<file path="src/rtl/jsu_pkg.sv">
// Shared types, codes and UTF-8 helpers for the JSON string unescaper.
// Used by jsu_front, jsu_queue, jsu_back and json_string_unescape_to_utf8_core.
package jsu_pkg;

   typedef enum logic [2:0] {
      MODE_BODY          = 3'd0,
      MODE_ESC           = 3'd1,
      MODE_HEX1          = 3'd2,
      MODE_AFTER_HIGH    = 3'd3,
      MODE_AFTER_HIGH_BS = 3'd4,
      MODE_HEX2          = 3'd5
   } mode_type;

   typedef enum logic [1:0] {
      PH_A  = 2'd0,
      PH_B  = 2'd1,
      PH_ST = 2'd2
   } phase_type;

   localparam logic [2:0] ERR_NONE          = 3'd0;
   localparam logic [2:0] ERR_UNTERM_STRING = 3'd1;
   localparam logic [2:0] ERR_CONTROL       = 3'd2;
   localparam logic [2:0] ERR_UNTERM_ESCAPE = 3'd3;
   localparam logic [2:0] ERR_BAD_ESCAPE    = 3'd4;
   localparam logic [2:0] ERR_SHORT_HEX     = 3'd5;
   localparam logic [2:0] ERR_BAD_HEX       = 3'd6;

   localparam logic [20:0] CP_REPLACEMENT = 21'h00FFFD;

   // One output element: a raw body byte or a code point to be UTF-8 encoded.
   typedef struct packed {
      logic        vld;
      logic        raw;
      logic [20:0] cp;
   } slot_type;

   // Everything one request produces: up to two elements, then an optional status.
   typedef struct packed {
      slot_type   a;
      slot_type   b;
      logic       st_vld;
      logic       st_done;
      logic [2:0] st_err;
   } job_type;

   function automatic logic [2:0] utf8_len(input logic [20:0] cp);
      logic [2:0] len;
      if (cp[20:7] == 14'd0) begin
         len = 3'd1;
      end else if (cp[20:11] == 10'd0) begin
         len = 3'd2;
      end else if (cp[20:16] == 5'd0) begin
         len = 3'd3;
      end else begin
         len = 3'd4;
      end
      return len;
   endfunction

   function automatic logic [7:0] utf8_byte(input logic [20:0] cp, input logic [2:0] len,
                                            input logic [1:0] idx);
      logic [7:0] res;
      res = {2'b10, cp[5:0]};
      case (len)
         3'd1: res = {1'b0, cp[6:0]};
         3'd2: begin
            if (idx == 2'd0) res = {3'b110, cp[10:6]};
         end
         3'd3: begin
            if (idx == 2'd0) res = {4'b1110, cp[15:12]};
            else if (idx == 2'd1) res = {2'b10, cp[11:6]};
         end
         default: begin
            if (idx == 2'd0) res = {5'b11110, cp[20:18]};
            else if (idx == 2'd1) res = {2'b10, cp[17:12]};
            else if (idx == 2'd2) res = {2'b10, cp[11:6]};
         end
      endcase
      return res;
   endfunction

endpackage

</file>
<file path="src/rtl/jsu_front.sv">
// Front end: takes body bytes, tracks escape / hex / surrogate state and
// emits one job per request that has results. Depends on jsu_pkg.
module jsu_front (
   input  logic             clock,
   input  logic             reset,
   input  logic             fire,
   input  logic [7:0]       text_byte,
   input  logic             input_ended,
   output logic             push,
   output jsu_pkg::job_type job
);

   localparam logic [7:0] CH_QUOTE  = 8'h22;
   localparam logic [7:0] CH_BSLASH = 8'h5C;
   localparam logic [7:0] CH_U      = 8'h75;

   jsu_pkg::mode_type mode_ff, mode_in;
   logic [1:0]  cnt_ff, cnt_in;
   logic [11:0] acc_ff, acc_in;
   logic [9:0]  saved_ff, saved_in;
   logic        bad_ff, bad_in;

   logic [4:0]  hv;
   logic [15:0] hex_cp;
   logic        fin, bad_all, is_low, is_high, is_sur;
   logic        b_quote, b_ctrl, b_bs, b_u;
   logic [8:0]  esc;
   logic [20:0] pair_cp;

   // bit 4 flags a non-hex byte
   function automatic logic [4:0] hex_val(input logic [7:0] c);
      logic [4:0] v;
      if (c >= 8'h30 && c <= 8'h39) v = {1'b0, c[3:0]};
      else if ((c >= 8'h61 && c <= 8'h66) || (c >= 8'h41 && c <= 8'h46))
         v = {1'b0, c[3:0] + 4'd9};
      else v = 5'h10;
      return v;
   endfunction

   // bit 8 set when the byte is a simple escape character
   function automatic logic [8:0] esc_lookup(input logic [7:0] e);
      logic [8:0] r;
      case (e)
         8'h22, 8'h5C, 8'h2F: r = {1'b1, e};
         8'h62:   r = {1'b1, 8'h08};
         8'h66:   r = {1'b1, 8'h0C};
         8'h6E:   r = {1'b1, 8'h0A};
         8'h72:   r = {1'b1, 8'h0D};
         8'h74:   r = {1'b1, 8'h09};
         default: r = 9'd0;
      endcase
      return r;
   endfunction

   function automatic jsu_pkg::slot_type mk_cp(input logic [20:0] cp);
      jsu_pkg::slot_type s;
      s.vld = 1'b1;
      s.raw = 1'b0;
      s.cp  = cp;
      return s;
   endfunction

   function automatic jsu_pkg::slot_type mk_raw(input logic [7:0] b);
      jsu_pkg::slot_type s;
      s.vld = 1'b1;
      s.raw = 1'b1;
      s.cp  = {13'd0, b};
      return s;
   endfunction

   assign hv      = hex_val(text_byte);
   assign hex_cp  = {acc_ff, hv[4] ? 4'd0 : hv[3:0]};
   assign fin     = (cnt_ff == 2'd3);
   assign bad_all = bad_ff | hv[4];
   assign is_high = (hex_cp[15:10] == 6'b110110);
   assign is_low  = (hex_cp[15:10] == 6'b110111);
   assign is_sur  = (hex_cp[15:11] == 5'b11011);
   assign pair_cp = 21'h010000 + {1'b0, saved_ff, hex_cp[9:0]};
   assign b_quote = (text_byte == CH_QUOTE);
   assign b_ctrl  = (text_byte[7:5] == 3'd0);
   assign b_bs    = (text_byte == CH_BSLASH);
   assign b_u     = (text_byte == CH_U);
   assign esc     = esc_lookup(text_byte);

   // next state
   always_comb begin
      logic clr;
      clr      = 1'b0;
      mode_in  = mode_ff;
      cnt_in   = cnt_ff;
      acc_in   = acc_ff;
      saved_in = saved_ff;
      bad_in   = bad_ff;
      if (fire) begin
         case (mode_ff)
            jsu_pkg::MODE_ESC: begin
               if (input_ended) begin
                  clr = 1'b1;
               end else if (b_u) begin
                  mode_in = jsu_pkg::MODE_HEX1;
                  cnt_in  = 2'd0;
                  acc_in  = 12'd0;
                  bad_in  = 1'b0;
               end else if (esc[8]) begin
                  mode_in = jsu_pkg::MODE_BODY;
               end else begin
                  clr = 1'b1;
               end
            end
            jsu_pkg::MODE_HEX1, jsu_pkg::MODE_HEX2: begin
               if (input_ended) begin
                  clr = 1'b1;
               end else if (fin) begin
                  if (bad_all) begin
                     clr = 1'b1;
                  end else begin
                     cnt_in  = 2'd0;
                     acc_in  = 12'd0;
                     mode_in = jsu_pkg::MODE_BODY;
                     if (mode_ff == jsu_pkg::MODE_HEX2) begin
                        saved_in = 10'd0;
                     end else if (is_high) begin
                        saved_in = hex_cp[9:0];
                        mode_in  = jsu_pkg::MODE_AFTER_HIGH;
                     end
                  end
               end else begin
                  cnt_in = cnt_ff + 2'd1;
                  acc_in = hex_cp[11:0];
                  bad_in = bad_all;
               end
            end
            jsu_pkg::MODE_AFTER_HIGH: begin
               if (!input_ended && b_bs) begin
                  mode_in = jsu_pkg::MODE_AFTER_HIGH_BS;
               end else begin
                  saved_in = 10'd0;
                  if (input_ended || b_quote || b_ctrl) clr = 1'b1;
                  else mode_in = b_bs ? jsu_pkg::MODE_ESC : jsu_pkg::MODE_BODY;
               end
            end
            jsu_pkg::MODE_AFTER_HIGH_BS: begin
               if (!input_ended && b_u) begin
                  mode_in = jsu_pkg::MODE_HEX2;
                  cnt_in  = 2'd0;
                  acc_in  = 12'd0;
                  bad_in  = 1'b0;
               end else begin
                  saved_in = 10'd0;
                  if (input_ended || !esc[8]) clr = 1'b1;
                  else mode_in = jsu_pkg::MODE_BODY;
               end
            end
            default: begin
               if (input_ended || b_quote || b_ctrl) clr = 1'b1;
               else mode_in = b_bs ? jsu_pkg::MODE_ESC : jsu_pkg::MODE_BODY;
            end
         endcase
      end
      if (clr) begin
         mode_in  = jsu_pkg::MODE_BODY;
         cnt_in   = 2'd0;
         acc_in   = 12'd0;
         saved_in = 10'd0;
         bad_in   = 1'b0;
      end
   end

   // job built from the current request
   always_comb begin
      job = '0;
      case (mode_ff)
         jsu_pkg::MODE_ESC: begin
            if (input_ended) begin
               job.st_vld = 1'b1;
               job.st_err = jsu_pkg::ERR_UNTERM_ESCAPE;
            end else if (esc[8]) begin
               job.a = mk_cp({13'd0, esc[7:0]});
            end else if (!b_u) begin
               job.st_vld = 1'b1;
               job.st_err = jsu_pkg::ERR_BAD_ESCAPE;
            end
         end
         jsu_pkg::MODE_HEX1, jsu_pkg::MODE_HEX2: begin
            if (input_ended) begin
               job.st_vld = 1'b1;
               job.st_err = jsu_pkg::ERR_SHORT_HEX;
            end else if (fin) begin
               if (bad_all) begin
                  job.st_vld = 1'b1;
                  job.st_err = jsu_pkg::ERR_BAD_HEX;
               end else if (mode_ff == jsu_pkg::MODE_HEX2) begin
                  if (is_low) begin
                     job.a = mk_cp(pair_cp);
                  end else begin
                     job.a = mk_cp(jsu_pkg::CP_REPLACEMENT);
                     job.b = mk_cp(is_sur ? jsu_pkg::CP_REPLACEMENT : {5'd0, hex_cp});
                  end
               end else if (is_low) begin
                  job.a = mk_cp(jsu_pkg::CP_REPLACEMENT);
               end else if (!is_high) begin
                  job.a = mk_cp({5'd0, hex_cp});
               end
            end
         end
         jsu_pkg::MODE_AFTER_HIGH: begin
            if (input_ended || !b_bs) begin
               job.a = mk_cp(jsu_pkg::CP_REPLACEMENT);
               if (input_ended) begin
                  job.st_vld = 1'b1;
                  job.st_err = jsu_pkg::ERR_UNTERM_STRING;
               end else if (b_quote) begin
                  job.st_vld  = 1'b1;
                  job.st_done = 1'b1;
               end else if (b_ctrl) begin
                  job.st_vld = 1'b1;
                  job.st_err = jsu_pkg::ERR_CONTROL;
               end else begin
                  job.b = mk_raw(text_byte);
               end
            end
         end
         jsu_pkg::MODE_AFTER_HIGH_BS: begin
            if (input_ended || !b_u) begin
               job.a = mk_cp(jsu_pkg::CP_REPLACEMENT);
               if (input_ended) begin
                  job.st_vld = 1'b1;
                  job.st_err = jsu_pkg::ERR_UNTERM_ESCAPE;
               end else if (esc[8]) begin
                  job.b = mk_cp({13'd0, esc[7:0]});
               end else begin
                  job.st_vld = 1'b1;
                  job.st_err = jsu_pkg::ERR_BAD_ESCAPE;
               end
            end
         end
         default: begin
            if (input_ended) begin
               job.st_vld = 1'b1;
               job.st_err = jsu_pkg::ERR_UNTERM_STRING;
            end else if (b_quote) begin
               job.st_vld  = 1'b1;
               job.st_done = 1'b1;
            end else if (b_ctrl) begin
               job.st_vld = 1'b1;
               job.st_err = jsu_pkg::ERR_CONTROL;
            end else if (!b_bs) begin
               job.a = mk_raw(text_byte);
            end
         end
      endcase
   end

   assign push = fire && (job.a.vld || job.b.vld || job.st_vld);

   always_ff @(posedge clock) begin
      if (reset) begin
         mode_ff  <= jsu_pkg::MODE_BODY;
         cnt_ff   <= 2'd0;
         acc_ff   <= 12'd0;
         saved_ff <= 10'd0;
         bad_ff   <= 1'b0;
      end else begin
         mode_ff  <= mode_in;
         cnt_ff   <= cnt_in;
         acc_ff   <= acc_in;
         saved_ff <= saved_in;
         bad_ff   <= bad_in;
      end
   end

endmodule

</file>
<file path="src/rtl/jsu_queue.sv">
// Small job queue between the decoder front end and the byte serializer.
// Depends on jsu_pkg for the job type.
module jsu_queue #(
   parameter int DEPTH = 4
) (
   input  logic             clock,
   input  logic             reset,
   input  logic             push,
   input  jsu_pkg::job_type push_job,
   input  logic             pop,
   output jsu_pkg::job_type head,
   output logic             full,
   output logic             empty
);

   localparam int PTR_W = (DEPTH > 1) ? $clog2(DEPTH) : 1;
   localparam int CNT_W = $clog2(DEPTH + 1);

   jsu_pkg::job_type store_ff [DEPTH];
   logic [PTR_W-1:0] wr_ptr_ff, wr_ptr_in;
   logic [PTR_W-1:0] rd_ptr_ff, rd_ptr_in;
   logic [CNT_W-1:0] count_ff, count_in;
   logic             do_push, do_pop;

   assign full    = (count_ff == CNT_W'(DEPTH));
   assign empty   = (count_ff == '0);
   assign do_push = push && !full;
   assign do_pop  = pop && !empty;
   assign head    = store_ff[rd_ptr_ff];

   always_comb begin
      wr_ptr_in = wr_ptr_ff;
      rd_ptr_in = rd_ptr_ff;
      count_in  = count_ff;
      if (do_push) begin
         wr_ptr_in = (wr_ptr_ff == PTR_W'(DEPTH - 1)) ? '0 : wr_ptr_ff + 1'b1;
      end
      if (do_pop) begin
         rd_ptr_in = (rd_ptr_ff == PTR_W'(DEPTH - 1)) ? '0 : rd_ptr_ff + 1'b1;
      end
      if (do_push && !do_pop) count_in = count_ff + 1'b1;
      else if (do_pop && !do_push) count_in = count_ff - 1'b1;
   end

   always_ff @(posedge clock) begin
      if (do_push) begin
         store_ff[wr_ptr_ff] <= push_job;
      end
   end

   always_ff @(posedge clock) begin
      if (reset) begin
         wr_ptr_ff <= '0;
         rd_ptr_ff <= '0;
         count_ff  <= '0;
      end else begin
         wr_ptr_ff <= wr_ptr_in;
         rd_ptr_ff <= rd_ptr_in;
         count_ff  <= count_in;
      end
   end

endmodule

</file>
<file path="src/rtl/jsu_back.sv">
// Back end: walks the job at the queue head and sends one result per cycle while
// rsp_tready is high, UTF-8 encoding code points byte by byte. Depends on jsu_pkg.
module jsu_back (
   input  logic             clock,
   input  logic             reset,
   input  jsu_pkg::job_type head,
   input  logic             empty,
   output logic             pop,
   output logic             rsp_tvalid,
   input  logic             rsp_tready,
   output logic [7:0]       rsp_tdata,
   output logic [4:0]       rsp_tuser,
   output logic             rsp_tlast
);

   jsu_pkg::phase_type phase_ff, phase_in, cur;
   logic [1:0]        idx_ff, idx_in;
   jsu_pkg::slot_type sel;
   logic [2:0]        len;
   logic              elem_last, more, fire;

   // first element still to send, at or after the stored phase
   always_comb begin
      if (phase_ff == jsu_pkg::PH_A && head.a.vld) begin
         cur = jsu_pkg::PH_A;
      end else if (phase_ff != jsu_pkg::PH_ST && head.b.vld) begin
         cur = jsu_pkg::PH_B;
      end else begin
         cur = jsu_pkg::PH_ST;
      end
      sel       = (cur == jsu_pkg::PH_A) ? head.a : head.b;
      len       = sel.raw ? 3'd1 : jsu_pkg::utf8_len(sel.cp);
      elem_last = (cur == jsu_pkg::PH_ST) || ({1'b0, idx_ff} == len - 3'd1);
      case (cur)
         jsu_pkg::PH_A: more = head.b.vld || head.st_vld;
         jsu_pkg::PH_B: more = head.st_vld;
         default:       more = 1'b0;
      endcase
   end

   assign fire = rsp_tvalid && rsp_tready;
   assign pop  = fire && rsp_tlast;

   // next state
   always_comb begin
      phase_in = phase_ff;
      idx_in   = idx_ff;
      if (fire) begin
         if (!more && elem_last) begin
            phase_in = jsu_pkg::PH_A;
            idx_in   = 2'd0;
         end else if (elem_last) begin
            phase_in = (cur == jsu_pkg::PH_A) ? jsu_pkg::PH_B : jsu_pkg::PH_ST;
            idx_in   = 2'd0;
         end else begin
            idx_in = idx_ff + 2'd1;
         end
      end
   end

   // outputs; tuser = {error_code, string_done, byte_valid}
   always_comb begin
      rsp_tvalid = !empty;
      rsp_tlast  = elem_last && !more;
      if (cur == jsu_pkg::PH_ST) begin
         rsp_tdata = 8'd0;
         rsp_tuser = {head.st_err, head.st_done, 1'b0};
      end else begin
         rsp_tdata = sel.raw ? sel.cp[7:0] : jsu_pkg::utf8_byte(sel.cp, len, idx_ff);
         rsp_tuser = {jsu_pkg::ERR_NONE, 1'b0, 1'b1};
      end
   end

   always_ff @(posedge clock) begin
      if (reset) begin
         phase_ff <= jsu_pkg::PH_A;
         idx_ff   <= 2'd0;
      end else begin
         phase_ff <= phase_in;
         idx_ff   <= idx_in;
      end
   end

endmodule

</file>
<file path="src/rtl/json_string_unescape_to_utf8_core.sv">
// Top level of the JSON string unescaper: front decoder, job queue, serializer.
// Depends on jsu_pkg, jsu_front, jsu_queue and jsu_back.

// Feed the bytes of a JSON string body, starting after the opening quote, one
// request per cycle; req_tuser high marks end of text with no byte. The front
// decoder takes a request every cycle while the job queue (QUEUE_DEPTH jobs)
// has room and turns it into zero to six results; the serializer sends one
// result per cycle while rsp_tready is high, and multi-byte UTF-8 output is
// absorbed by the queue. Each run of results ends with tlast. A closing quote
// yields a status result with string_done; errors yield a status result with
// an error code, after which the next request starts a new string body. Bytes
// already sent for a failed string should be dropped by the consumer.
module json_string_unescape_to_utf8_core #(
   parameter int QUEUE_DEPTH = 4
) (
   input  logic       clock,
   input  logic       reset,
   input  logic       req_tvalid,
   output logic       req_tready,
   input  logic [7:0] req_tdata,   // [7:0] text_byte
   input  logic       req_tuser,   // [0] input_ended
   output logic       rsp_tvalid,
   input  logic       rsp_tready,
   output logic [7:0] rsp_tdata,   // [7:0] utf8_byte
   output logic [4:0] rsp_tuser,   // [0] byte_valid, [1] string_done, [4:2] error_code
   output logic       rsp_tlast    // last_of_run
);

   jsu_pkg::job_type job, head;
   logic push, pop, full, empty, req_fire;

   assign req_tready = !full;
   assign req_fire   = req_tvalid && req_tready;

   jsu_front u_front (
      .clock       (clock),
      .reset       (reset),
      .fire        (req_fire),
      .text_byte   (req_tdata),
      .input_ended (req_tuser),
      .push        (push),
      .job         (job)
   );

   jsu_queue #(
      .DEPTH (QUEUE_DEPTH)
   ) u_queue (
      .clock    (clock),
      .reset    (reset),
      .push     (push),
      .push_job (job),
      .pop      (pop),
      .head     (head),
      .full     (full),
      .empty    (empty)
   );

   jsu_back u_back (
      .clock      (clock),
      .reset      (reset),
      .head       (head),
      .empty      (empty),
      .pop        (pop),
      .rsp_tvalid (rsp_tvalid),
      .rsp_tready (rsp_tready),
      .rsp_tdata  (rsp_tdata),
      .rsp_tuser  (rsp_tuser),
      .rsp_tlast  (rsp_tlast)
   );

`ifndef SYNTH
   // status results always close the run of a request
   assert property (@(posedge clock) disable iff (reset)
      rsp_tvalid && !rsp_tuser[0] |-> rsp_tlast)
      else $error("status result not last of run");

   // byte results carry no status
   assert property (@(posedge clock) disable iff (reset)
      rsp_tvalid && rsp_tuser[0] |-> rsp_tuser[4:1] == 4'd0)
      else $error("byte result carries status");

   // done and error never together
   assert property (@(posedge clock) disable iff (reset)
      rsp_tvalid && rsp_tuser[1] |-> rsp_tuser[4:2] == jsu_pkg::ERR_NONE)
      else $error("done with error code");

   // a full queue never takes a job
   assert property (@(posedge clock) disable iff (reset)
      full |-> !push)
      else $error("job pushed into full queue");
`endif

endmodule

</file>
<file path="config.mk">
export PLATFORM = sky130hd
export DESIGN_NAME = json_string_unescape_to_utf8_core
export DESIGN_NICKNAME = d
export VERILOG_FILES = /design/src/rtl/jsu_pkg.sv /design/src/rtl/jsu_front.sv /design/src/rtl/jsu_queue.sv /design/src/rtl/jsu_back.sv /design/src/rtl/json_string_unescape_to_utf8_core.sv
export SDC_FILE = /design/constraint.sdc
export NUM_CORES = 1
export LEC_CHECK = 0
export ABC_AREA = 1
export BUFFER_PORTS_ARGS = -buffer_cell sky130_fd_sc_hd__buf_4
export CELL_PAD_IN_SITES_DETAIL_PLACEMENT = 1
export CELL_PAD_IN_SITES_GLOBAL_PLACEMENT = 1
export CORE_MARGIN = 2
export CORE_UTILIZATION = 45
export CTS_CLUSTER_DIAMETER = 100
export DETAILED_ROUTE_END_ITERATION = 10
export PLACE_DENSITY = 0.77
export SYNTH_ARGS = -nofsm -noshare
export SYNTH_HDL_FRONTEND = slang
export SYNTH_SLANG_ARGS = --single-unit
</file>
<file path="constraint.sdc">
create_clock -name clock -period 6.3 [get_ports clock]
set_input_delay 1.26 -clock clock [delete_from_list [all_inputs] [get_ports clock]]
set_output_delay 1.26 -clock clock [all_outputs]
set_load 0.1 [all_outputs]
</file>
==> Word-level counts from Yosys, hierarchy flattened <==
Memories as Yosys holds them, arrays and structs flattened. A register that Yosys moved wholly into a read port is not among the register bits.
Index checks and enable logic that the tools add are counted.
{ "word_totals": {"ff_bits": 39, "latch_bits": 0, "ramBits": 204, "romBits": 0, "in_bits": 13, "output_inout_bits": 16, "word_cells": 263, "mem_count": 1} }
{ "mem_list": {"columns": ["memory", "words", "width", "read_ports", "rd_ports_with_merged_regs", "wr", "line", "source"], "rows": [
  ["u_queue.store_ff", 4, 51, 1, 1, 1, "jsu_queue.sv:19", "jsu_pkg::job_type store_ff [DEPTH];"]
]} }
{ "classes": {"n_addsub": 9, "mul": 0, "div_mod_pow": 0, "order_cmp": 6, "eq_ne": 43, "shifts": 0, "muxes": 137, "bitwise": 1, "reduce_logical": 56} }
{ "ops": {"columns": ["cell", "count"], "rows": [
  ["$mux W23", 14],
  ["$mux W47", 2],
  ["$mux W46", 2],
  ["$pmux W23 S4", 1],
  ["$mux W3", 28],
  ["$mux W12", 6],
  ["$mux W10", 7],
  ["$pmux W23 S3", 1],
  ["$eq A8 B7 Y1 const B", 7],
  ["$pmux W9 S6", 1],
  ["$mux W51", 1],
  ["$mux W8", 5],
  ["$mux W2", 19],
  ["$pmux W12 S3", 1],
  ["$pmux W10 S3", 1],
  ["$mux W1", 29],
  ["$pmux W3 S4", 2],
  ["$pmux W8 S3", 1],
  ["$mux W22", 1],
  ["$add A17 B20 Y21 const A", 1],
  ["$mux W21", 1],
  ["$reduce_and A7 Y1", 3],
  ["$eq A8 B6 Y1 const B", 2],
  ["$ge A8 B7 Y1 const B", 2],
  ["45 further kinds", 114]
]} }

==> Depth between registers and ports, before layout <==
{ "logic_depth": {"word_depth": 21, "depth_mapped": 31, "depth_no_buf": 29} }

==> Hierarchy <==
A second synthesis with hierarchy kept.
{ "hier_totals": {"hier_cells": 1353, "hier_area_um2": 12624.6} }
{ "by_module_without_submodules": {"columns": ["mod", "n_inst", "cells_each", "area_each_um2"], "rows": [
  ["jsu_queue", 1, 564, 8094.0],
  ["jsu_front", 1, 507, 3026.7],
  ["jsu_back", 1, 279, 1490.2],
  ["json_string_unescape_to_utf8_core", 1, 3, 13.8]
]} }

==> Worst setup path before layout <==
Ideal clock, no wire load.
{ "synth_path": {"path_kind": "register to output", "startpoint": "register (tool-made name)", "endpoint": "output port rsp_tdata[1]", "arrival_time_ps": 4323, "required_ps": 5040, "path_slack_ps": 717, "path_stages_with_launch": 21, "cell_sequence": "dfxtp_1 -> buf_6 -> inv_4 -> nand2_2 -> nand3_2 -> nand2_2 -> nor2_4 -> buf_6 -> nand2_2 -> nand2_2 -> nand2_1 -> nor2_2 -> nand3_4 -> nand2_2 -> nor2_1 -> ha_1 -> o21ai_1 -> nand2_1 -> nand3_1 -> a21oi_1 -> nor3_1"} }
{ "synth_lines": {"columns": ["item", "line", "source"], "rows": [
  ["end, declared", "json_string_unescape_to_utf8_core.sv:24", "output logic [7:0] rsp_tdata,"]
]} }

==> summary.md <==
| Metric | Value |
|---|---|
| Tcrit/Tclk final | `91.4%` |
| Initial antenna violation count | `0` |
| Finished Cell Area | `13000 µm²` |
| CP startpoint kind | `flip-flop` |
| Syn Std Cell Area | `11800 µm²` |
| Setup TNS | `0 ns` |
| Die width | `166 µm` |
| CORE AREA | `25800 µm²` |
| Final max-slew violation count | `0` |
| Hold Fails Final Rpt | `0` |
| Register area share after synthesis | `54.0%` |
| Initial drt markers | `801` |
| Fill count | `3047` |
| RSZ-0062 raised after global routing | `no` |
| Reg area | `6350 µm²` |
| Synthesis warning total | `0` |
| CTS clk-pin slew, worst paths | `0.06 ns` |
| Tot GR Track Use | `24.4%` |
| Setup bufs post-CTS | `0` |
| Synthesized area per cell | `8.93 µm²` |
| Post-CTS sizing | `0` |
| Final setup fails | `0` |
| Min Tclk post-route | `5.76 ns` |
| Root buf cell | `clkbuf_16` |
| Post-DP Area | `12200 µm²` |
| Pwr dens | `474 nW/µm²` |
| Cell variety after synth | `53` |
| Commonest cells post-synth | `320 x nand2_1, 184 x edfxtp_1, 132 x inv_1, 124 x o21ai_0, 120 x nor2_1` |
| Arr. time, crit path | `4.50 ns` |
| Cell accounting for the most synthesized area | `edfxtp_1` |
| Syn-to-layout area delta | `10.2%` |
| Worst-Margin Slew | `1.01 ns` |
| Total gr overflow | `0` |
| CP endpoint kind | `output pin` |
| Synth top area share | `47.0%` |
| Initial core utilization | `45.5%` |
| VDD IR max | `0.000981 V` |
| Final Wtd Congestion | `0.893` |
| H-tree levels | `1` |
| Pin count of the biggest net entering global routing | `49` |
| Required time worst endpoint | `5.04 ns` |
| CTS Buf Count | `25` |
| Status | `complete, no violations` |
| First-pass GRT wire length | `53500 µm` |
| Syn Nets | `1348` |
| Most used DFF post-synth | `edfxtp_1` |
| Fmax | `174 MHz` |
| Row count | `59` |
| Die ar. | `27400 µm²` |
| HPWL after detailed placement | `23700 µm` |
| DRC Markers | `0` |
| Routed WL | `33500 µm` |
| Vias in the first global route | `9732` |
| Insertion delay to the later sink of the worst-skew pair | `0.52 ns` |
| Vias | `9356` |
| Max Root-Sink Buffers | `3` |
| I/O Buffers | `28` |
| Via density | `5.55` |
| Layout cells sized above 1 | `13.1%` |
| Hold Buf Count CTS | `0` |
| Final net count | `1366` |
| Avg WL per Cell | `19.9 µm` |
| Cell with the most instances after synthesis | `nand2_1` |
| Clock skew after layout | `0.0113 ns` |
| Maxcap violations | `0` |
| DR pass1 iterations | `4` |
| Area contributors post-synth | `edfxtp_1 47%, nand2_1 10%, dfxtp_1 7.0%, o21ai_0 5.3%, inv_1 4.2%` |
| Syn Inst Count | `1316` |
| Async SR Flop Fraction | `0%` |
| #FFs+latches synth | `225` |
| CTS Sinks | `225` |
| Post-route ant nets | `0` |
| Area of the multi-input gates | `4530 µm²` |
| Post-synth EDFFs | `184` |
| Worst Path Max Fanout | `48` |
| CTS tree | `done` |
| Chip height | `166 µm` |
| Ant diodes | `0` |
| Setup CP Type | `flip-flop to output pin` |
| I/O pin total | `29` |
| LEAKAGE | `0.00508 µW` |
| Max_slew headroom | `32.2%` |
| Worst min path class | `flip-flop to flip-flop` |
-- critical path, cell delays in order (launching register included) --
cell,delay [ns]
dfxtp_2,0.51
inv_2,0.14
buf_4,0.52
nand3_1,0.18
nand2_1,0.22
nand2_1,0.08
nand2_1,0.15
nand3_2,0.12
nor2_2,0.14
nand3_4,0.15
nand2_2,0.19
nor2_1,0.11
ha_1,0.23
o21ai_1,0.33
nand2_1,0.13
o22ai_1,0.18
nand2_1,0.07
nand3_1,0.07
nand2_1,0.06
inv_1,0.09
buf_4,0.28
-- cell families after synthesis --
kind of cell / share of synthesized area [%]
AO/OA/AOI/OAI: 11.4
XOR/XNOR: 0.149
adder cells (fa/ha/maj): 2.09
buffers and inverters: 7.73
flip-flops: 54.0
multiplexers: 0.170
AND/OR/NAND/NOR: 24.5
-- sequential cells by signal, summed over array words and instances (netlist names), named ones only --
name / count
u_front.bad_ff: 1
u_queue.store_ff: 184
u_queue.wr_ptr_ff: 2
u_front.mode_ff: 3
u_queue.count_ff: 3
u_queue.rd_ptr_ff: 2
u_front.saved_ff: 10
u_back.idx_ff: 2
u_front.acc_ff: 12
u_back.phase_ff: 2
u_front.cnt_ff: 2
-- cell type report --
type | count | share of cell area [%]
Sequential cell | 225 | 49.0
Multi-Input combinational cell | 881 | 35.0
Clock buffer | 33 | 5.06
Inverter | 158 | 4.60
Tap cell | 335 | 3.24
Timing Repair Buffer | 43 | 2.49
Clock inverter | 11 | 0.609
-- where the power goes --
part	switching, µW	internal (µW)	total (µW)
clock network	572	768	1340
logic	2270	725	2990
registers	80.0	1720	1800
total	2920	3220	6140
-- worst paths after layout --
kind	startpoint	to	slack [ns]	depth (start not counted)
worst max-delay path	flip-flop	rsp_tdata[2]	0.54	20
worst min-delay path	u_front.cnt_ff[1]	u_front.cnt_ff[1]	0.47	2
worst max register to register	flip-flop	u_queue.count_ff[2]	1.65	26
worst min register to register	u_front.cnt_ff[1]	u_front.cnt_ff[1]	0.47	2
-- routing by layer --
metal  routed length (µm)  track usage, %
met1                14900            33.3
met5                    0               0
met2                16100            40.6
met4                  973            8.17
met3                 1610            3.08
-- metrics by stage --
stage                     total power, µW  hold slack (ns)  cells  setup slack, ns  utilization, %
after CTS                            6160            0.474   1686            0.563            50.1
after floorplan                      4140            0.444   1316            0.717               -
after global routing                 6480            0.516   1686            0.234            50.1
final                                6140            0.471   1686            0.543            50.1
after detailed placement             4820            0.464   1642            0.977            47.3
after global placement               4760            0.454   1642             1.07            47.3
-- layout by cell type (no fill, tap or decap), types with 8 or more instances in the layout --
master	Yosys	layout
nor2_1	120	116
nand3_1	81	81
nand4_1	10	10
o22ai_1	11	11
nand2_2	15	15
nor3_1	17	17
o21ai_1	17	17
clkbuf_16	0	25
nand2_1	320	320
o21ai_0	124	124
edfxtp_1	184	184
nor2_2	8	8
clkinv_1	2	8
ha_1	18	18
o211ai_1	11	11
a21oi_1	47	47
inv_1	132	132
clkbuf_1	13	8
nor2_4	23	27
o221ai_1	9	9
dfxtp_1	41	39
nand3_2	9	9
buf_4	6	43
inv_2	23	23
No activity file was read; power rests on OpenSTA's default activity.
